$ cat src/hw/rtl/hss_pkg.sv
// Package with shared types and constants of the Heun sampler step block.
package hss_pkg;
  localparam int unsigned MaxElements = 16384;
  localparam int unsigned PosW = 14;
  localparam int unsigned DataW = 32;
  localparam int unsigned SigW = 31;
  localparam int unsigned StepW = 12;
  localparam int unsigned AddrW = 5;

  localparam logic [AddrW-1:0] RegSigPrev = 5'd0;
  localparam logic [AddrW-1:0] RegSigCur = 5'd4;
  localparam logic [AddrW-1:0] RegSigNext = 5'd8;
  localparam logic [AddrW-1:0] RegRecip = 5'd12;
  localparam logic [AddrW-1:0] RegStep = 5'd16;

  typedef enum logic [1:0] {
    MODE_FINAL = 2'd0,
    MODE_PRED  = 2'd1,
    MODE_CORR  = 2'd2
  } mode_t;

  // Classified request handed from the front part to the back part.
  typedef struct packed {
    logic [PosW-1:0]         pos;
    mode_t                   mode;
    logic signed [DataW-1:0] samp;
    logic signed [DataW-1:0] deriv;
  } work_t;

  function automatic logic signed [DataW-1:0] sat32(input logic signed [65:0] v);
    if (v > 66'sd2147483647) return 32'sh7fffffff;
    if (v < -66'sd2147483648) return 32'sh80000000;
    return v[DataW-1:0];
  endfunction
endpackage

$ cat src/hw/rtl/hss_queue.sv
// Two-entry queue between the front and back parts.
module hss_queue (
  input  logic           clk,
  input  logic           rst,
  input  logic           ivalid,
  input  hss_pkg::work_t idata,
  output logic           iready,
  output logic           ovalid,
  output hss_pkg::work_t odata,
  input  logic           oready
);
  import hss_pkg::*;

  work_t       mem [2];
  logic        wp, rp;
  logic [1:0]  cnt;
  logic        push, pop;

  assign iready = cnt != 2'd2;
  assign ovalid = cnt != 2'd0;
  assign odata = mem[rp];
  assign push = ivalid && iready;
  assign pop = ovalid && oready;

  always_ff @(posedge clk) begin
    if (rst) begin
      wp <= 1'b0;
      rp <= 1'b0;
      cnt <= 2'd0;
    end else begin
      if (push) wp <= !wp;
      if (pop) rp <= !rp;
      cnt <= cnt + 2'(push) - 2'(pop);
    end
    if (push) mem[wp] <= idata;
  end
endmodule

$ cat config.mk
export PLATFORM = sky130hd
export DESIGN_NAME = hss_queue
export DESIGN_NICKNAME = d
export VERILOG_FILES = /design/src/hw/rtl/hss_pkg.sv /design/src/hw/rtl/hss_queue.sv
export SDC_FILE = /design/constraint.sdc
export NUM_CORES = 1
export LEC_CHECK = 0
export ABC_CLOCK_PERIOD_IN_PS = 3700
export BUFFER_PORTS_ARGS = -buffer_cell sky130_fd_sc_hd__buf_2
export CAP_MARGIN = 20
export CORE_AREA = 4 4 116 118
export DETAILED_ROUTE_END_ITERATION = 10
export DIE_AREA = 0 0 120 122
export PLACE_DENSITY = 0.77
export SYNTH_ARGS = -nofsm -noshare
export SYNTH_HDL_FRONTEND = slang
export SYNTH_SLANG_ARGS = --single-unit
$ cat constraint.sdc
create_clock -name clk -period 3.7 [get_ports clk]
set_input_delay 0.74 -clock clk [delete_from_list [all_inputs] [get_ports clk]]
set_output_delay 0.74 -clock clk [all_outputs]
set_load 0.02 [all_outputs]
==> metrics.md, run 1 <==
| Metric | Value |
|---|---|
| DRT iter0 DRCs | `190` |
| Pint | `3920 uW` |
| Post-layout min period | `roughly 2.7 ns` |
| Hold WC Path Type | `register to register` |
| Fin nets | `approximately 540` |
| Final core utilization | `between 60% and 70%` |
| Fin Setup TNS | `0 ns` |
| Placed instance area | `about 7100 sq um` |
| I/O Buffers | `165` |
| Gr usage total | `around 15%` |
| Via-to-Cell Ratio | `just under 5` |
| Max Cap Viol | `0` |
| Total CTS buffers | `17` |
| Status | `finished clean` |
| Final hold viol count | `0` |
| Largest net degree at the start of global routing | `81` |
| # rows | `slightly above 40` |
| Synth Instances | `~280` |
| Avg Inst Size Synth | `approximately 22 sq um` |
| CP max stage cell | `dfxtp_4` |
| Largest fanout on the critical path | `48` |
| Share of layout cells above drive strength 1 | `approximately 46%` |
| Min-delay src | `rp$_SDFFE_PP0P_` |
| First-pass GRT wire length | `between 15000 and 20000 microns` |
| Kind of critical path | `register to output pin` |
| Async S/R FF share, synth | `0%` |
| Min-Delay Path Depth | `2` |
| Worst r2r src | `cnt[0]$_SDFF_PP0_` |
| Worst vdd ir | `~430 uV` |
| Wirelength, routed | `approximately 11000 microns` |
| Antenna cell count | `0` |
| FMAX | `about 370 MHz` |
| Setup violators final | `0` |
| Antenna-violating nets left | `0` |
| Flop pwr share | `between 40% and 50%` |
| Starting Density | `approximately half` |
| Filler cell count | `about 900` |
| Number of buffers and inverters on the critical path | `2` |
| Worst path max stage delay | `around 0.64 ns` |
| Synth top area share | `79.2%` |
| Die H | `between 100 and 150 microns` |
| Post-synth EDFFs | `160` |
| CP Data Required Time | `2.96 ns` |
| RePlAce Congestion | `roughly 0.69` |
| Slew headroom | `about two thirds` |
| Post-route cell area | `7740 sq um` |
| Total number of vias | `3102` |
| CTS tree | `yes` |
| Slew @ Worst Pin | `between 0.5 and 0.6 ns` |
| Net Sw Frac | `26.0%` |
| Clk sinks | `about 170` |
| Synth cell types | `25` |
| Synth Register Bits | `165` |
| Boundary Pins | `166` |
| Root Driver | `clkbuf_16` |
| CP arrival | `approximately 2.0 ns` |
| CTS clock-pin slew for the worst setup and hold paths | `0.06 ns` |
| Crit path cell chain | `buf_12 -> mux2_1 -> buf_2` |
| PwrDens | `685 nW/um^2` |
| FF-to-FF End | `mem[1][30]$_DFFE_PP_` |
| Post-Syn Area | `just over 6000 sq um` |
| Area growth from synthesis to final layout | `27.5%` |
| R2R setup slack | `roughly 1.8 ns` |
| Die Area | `roughly 15000 sq um` |
| DRC violations left | `0` |
| Hold-fix buffers, CTS | `0` |
| Comb pwr share | `roughly a fifth` |
| Total grt overflow | `0` |
| Depth of the CTS H-tree | `4` |
| Clk_lat worst skew | `about 0.42 ns` |
| Endpoint type of the worst setup path | `output pin` |
| Final worst-path cycle share | `around 73%` |
| Setup Buffers After CTS | `0` |
| Number of global-route vias before repair | `between 3000 and 4000` |
| DP Wirelength | `approximately 7000 microns` |
| Leakage | `0.00291 uW` |
| Clock Power Share | `a little over a third` |
| NetSw | `between 1000 and 1500 uW` |
| Most used flip-flop cell after synthesis | `edfxtp_1` |
| Sequential area share after synthesis | `between 80% and 90%` |
| Post-synth top cells | `160 x edfxtp_1, 69 x mux2_1, 11 x mux2_2` |
| Resized cells post-CTS | `0` |
| Pre-CTS setup slack | `~1.4 ns` |
| Routed wire length per instance | `about 17 microns` |
| Synth area leader | `edfxtp_1` |
| CP top delay family | `flip-flops` |
| Yosys warns | `0` |
| Max Root-Sink Buffers | `2` |
| Clock Skew | `between 0.005 and 0.006 ns` |
| Startpoint Class | `register` |
| Number of iterations in the first detailed-routing pass | `4` |
| Synth Net Count | `~360` |
| RSZ-0062 raised after global routing | `false` |
| Synth top area cells | `edfxtp_1 79%, mux2_1 13%, mux2_2 2.0%` |
| Initial antenna violation count | `0` |
| Most frequent cell after synthesis | `edfxtp_1` |
| Core ar. | `approximately 12000 sq um` |
| Setup WS post-layout | `between 1 and 1.5 ns` |
| Power consumption | `around 5300 uW` |
| Die width | `120 microns` |
| Path depth of the worst reg2reg path | `3` |
| Slew Limit Fails | `0` |
[layout make-up]
type | count | area, sq um | share of cell area [%]
sequential | 165 | 4910 | 63.4
multi-input combinational | 103 | 1070 | 13.8
timing repair buffer | 168 | 886 | 11.5
clock buffer | 23 | 478 | 6.18
tap | 172 | 215 | 2.78
clock inverter | 9 | 175 | 2.26
inverter | 1 | 5.00 | 0.0647
[state kept, by name (all words and copies together) (netlist names), named ones only]
| name | count |
|---|---|
| cnt | 2 |
| rp | 1 |
| mem | 160 |
| wp | 1 |
[kinds of logic (layout without fill, tap and decap cells)]
family / count (synthesis) / in the layout / share of synthesized area, %
AO/OA/AOI/OAI: 6 / 6 / 0.722
AND/OR/NAND/NOR: 15 / 15 / 1.61
multiplexers: 80 / 80 / 14.8
buffers and inverters: 10 / 201 / 1.63
adder cells (fa/ha/maj): 1 / 1 / 0.206
XOR/XNOR: 1 / 1 / 0.144
flip-flops: 165 / 165 / 80.8
[worst min-delay path, delay by kind of cell (launching register included)]
| kind | cells | cell delay [ns] |
|---|---|---|
| and+or+nand+nor | 1 | 0.07 |
| DFF | 1 | 0.32 |
| xor gates and xnor gates | 1 | 0.08 |
[placed cells by master (no fill, tap or decap), types with 2 or more instances in the layout]
cell        count
clkbuf_16      17
clkinv_2        3
mux2_2         11
clkbuf_1        3
buf_12          3
nor2_1          4
bufinv_16       5
mux2_1         69
nor2b_1         2
dfxtp_1         4
clkinvlp_4      2
clkbuf_8        3
edfxtp_1      160
buf_2         165
[how the worst max path moves through the flow]
stage	cells past startpoint	endpoint	slack [ns]	startpoint
after floorplan	1	mem[1][0]$_DFFE_PP_	0.60	ivalid
after global placement	3	odata[52]	1.42	register
after detailed placement	3	odata[52]	1.41	register
after CTS	3	odata[58]	0.95	register
after global routing	3	odata[58]	0.87	register
final	3	odata[12]	1.00	register
[per-stage QoR]
step	instances	hold WS [ns]
2_1_floorplan	278	0.472
3_3_place_gp	609	0.487
5_1_grt	641	0.484
4_1_cts	641	0.487
3_5_place_dp	609	0.487
6_report	641	0.501
[power by group through the flow]
| stage | logic (uW) | registers [uW] | clock network, uW |
|---|---|---|---|
| 3_5_place_dp | 1040 | 2400 | 0 |
| 5_1_grt | 1110 | 2380 | 2040 |
| 4_1_cts | 1050 | 2360 | 1950 |
| 6_report | 1030 | 2360 | 1910 |
| 2_1_floorplan | 754 | 2350 | 0 |
| 3_3_place_gp | 1030 | 2390 | 0 |
[metal layers]
| metal | GRT usage, % | vias to the layer above | share of wire (%) |
|---|---|---|---|
| li1 | - | 1460 | - |
| met5 | 0 | - | 0 |
| met3 | 5.43 | 12 | 6.7 |
| met4 | 6.73 | 0 | 1.5 |
| met2 | 25.2 | 111 | 50 |
| met1 | 18.9 | 1519 | 42 |
Note: power is estimated with default switching activity, not from simulation.
==> run 2: changes to the inputs <==
- ABC_CLOCK_PERIOD_IN_PS: 3700 -> 2600
- clock period: 3.7 -> 2.6 ns (I/O delays scaled with it)
==> metrics.md, run 2 (same netlist as run 1, synthesis figures left out) <==
| Metric | Value |
|---|---|
| Status | `finished clean` |
| Pre-CTS setup slack | `0.691 ns` |
| Slew headroom | `68.6%` |
| RSZ-0062 raised after global routing | `false` |
| Die width | `between 100 and 150 microns` |
| Hold WC Path Type | `primary input to register` |
| Endpoint type of the worst setup path | `output pin` |
| Setup Buffers After CTS | `0` |
| CTS tree | `yes` |
| Worst vdd ir | `about 570 uV` |
| Via-to-Cell Ratio | `a little under 5` |
| DRC violations left | `0` |
| Fin Setup TNS | `0 ns` |
| First-pass GRT wire length | `around 17000 microns` |
| Met3 wire length | `871 microns` |
| Hold-fix buffers, CTS | `0` |
| Number of iterations in the first detailed-routing pass | `4` |
| Initial antenna violation count | `0` |
| Startpoint Class | `register` |
| Net Sw Frac | `26.8%` |
| Max FFs per register | `between 150 and 200` |
| Die H | `between 100 and 150 microns` |
| Final hold viol count | `0` |
| Boundary Pins | `166` |
| FMAX | `around 430 MHz` |
| Resized cells post-CTS | `0` |
| Area growth from synthesis to final layout | `27.3%` |
| Largest Register | `mem` |
| Clk_lat worst skew | `about 0.42 ns` |
| Total CTS buffers | `17` |
| Routed wire length per instance | `between 15 and 20 microns` |
| Total number of vias | `about 3100` |
| Largest net degree at the start of global routing | `a little over 80` |
| Clock Skew | `slightly below 0.007 ns` |
| Most common cell after layout, fill and taps aside | `buf_2` |
| Slew Limit Fails | `0` |
| DP Wirelength | `between 7000 and 8000 microns` |
| Kind of critical path | `register to output pin` |
| Comb pwr share | `around a fifth` |
| Top Registers | `mem: 160 flops, cnt: 2 flops` |
| Setup WS post-layout | `~0.28 ns` |
| RePlAce Congestion | `0.732` |
| Depth of the CTS H-tree | `4` |
| Fin nets | `roughly 540` |
| NetSw | `about 2000 uW` |
| Filler cell count | `approximately 940` |
| Antenna cell count | `0` |
| Antenna-violating nets left | `0` |
| Slew @ Worst Pin | `between 0.4 and 0.5 ns` |
| I/O Buffers | `around 170` |
| Clk sinks | `approximately 170` |
| Number of global-route vias before repair | `3318` |
| Starting Density | `48.7%` |
| Core ar. | `~12000 sq um` |
| M1 wire length | `4320 microns` |
| Share of layout cells above drive strength 1 | `around 46%` |
| Wirelength, routed | `roughly 11000 microns` |
| # rows | `41` |
| Largest fanout on the critical path | `33` |
| Pint | `around 5400 uW` |
| WL met2 | `roughly 5700 microns` |
| Area of the multi-input gates | `1070 sq um` |
| Post-layout min period | `between 2 and 2.5 ns` |
| Clock Power Share | `approximately 35%` |
| CP Data Required Time | `approximately 2.1 ns` |
| Flop pwr share | `between 40% and 50%` |
| Root Driver | `clkbuf_16` |
| Die Area | `14600 sq um` |
| Uppermost routed layer | `met4` |
| CP arrival | `1.80 ns` |
| Register area | `approximately 5000 sq um` |
| Max Root-Sink Buffers | `2` |
| Gr usage total | `15.9%` |
| Max Cap Viol | `0` |
| CTS clock-pin slew for the worst setup and hold paths | `about 0.060 ns` |
| Final worst-path cycle share | `roughly 89%` |
| Leakage | `between 0.002 and 0.003 uW` |
| PwrDens | `~960 nW/um^2` |
| Most frequent cells in the layout | `165 x buf_2, 160 x edfxtp_1, 69 x mux2_1` |
| Setup violators final | `0` |
| Total grt overflow | `0` |
| DRT iter0 DRCs | `around 200` |
## run 2: cell types whose count changed in the layout (fill, tap and decap cells not counted), moves of 2 or more
| cell | change |
|---|---|
| clkinv_1 | +2 |
| clkbuf_1 | -3 |
| clkinvlp_4 | +5 |
| clkinv_2 | -2 |
| clkbuf_8 | -3 |
## run 2: worst paths after layout
path	from	endpoint	slack [ns]	cells past startpoint
max	register	odata[44]	0.28	3
min	idata[51]	mem[0][51]$_DFFE_PP_	0.29	1
max reg2reg	cnt[0]$_SDFF_PP0_	mem[0][60]$_DFFE_PP_	0.87	4
min reg2reg	rp$_SDFFE_PP0P_	rp$_SDFFE_PP0P_	0.51	2
## run 2: final cells by class
cell class / instances / area share [%]
Clock inverter: 14 / 2.41
Timing Repair Buffer: 170 / 11.8
Multi-Input combinational cell: 103 / 13.8
Clock buffer: 17 / 5.51
Inverter: 1 / 0.0972
Sequential cell: 165 / 63.5
Tap cell: 172 / 2.79
## run 2: metrics by stage
stage | cell area [sq um] | utilization [%] | power, uW | hold slack (ns) | instances
4_1_cts | 7720 | 62.0 | 7490 | 0.266 | 642
3_5_place_dp | 7110 | 57.1 | 4920 | 0.506 | 611
2_1_floorplan | 6070 | - | 4410 | 0.472 | 278
3_3_place_gp | 7110 | 57.1 | 4890 | 0.484 | 611
6_report | 7720 | 62.0 | 7390 | 0.289 | 642
5_1_grt | 7720 | 62.0 | 7730 | 0.265 | 642
## run 2: power by group through the flow
stage,logic [uW],registers [uW],clock network [uW]
finish,1500,3340,2550
global route,1620,3370,2740
CTS,1530,3350,2610
floorplan,1080,3330,0
detailed placement,1520,3400,0
global placement,1510,3380,0
## run 2: worst max-delay path: stages (launching register included)
cell     delay, ns
dfxtp_4       0.57
buf_12        0.26
mux2_1        0.36
buf_2         0.17
## run 2: routing by layer
layer / vias up / GRT usage, %
met3: 17 / 6.55
met5: - / 0
li1: 1462 / -
met4: 0 / 7.23
met1: 1530 / 17.8
met2: 119 / 26.9
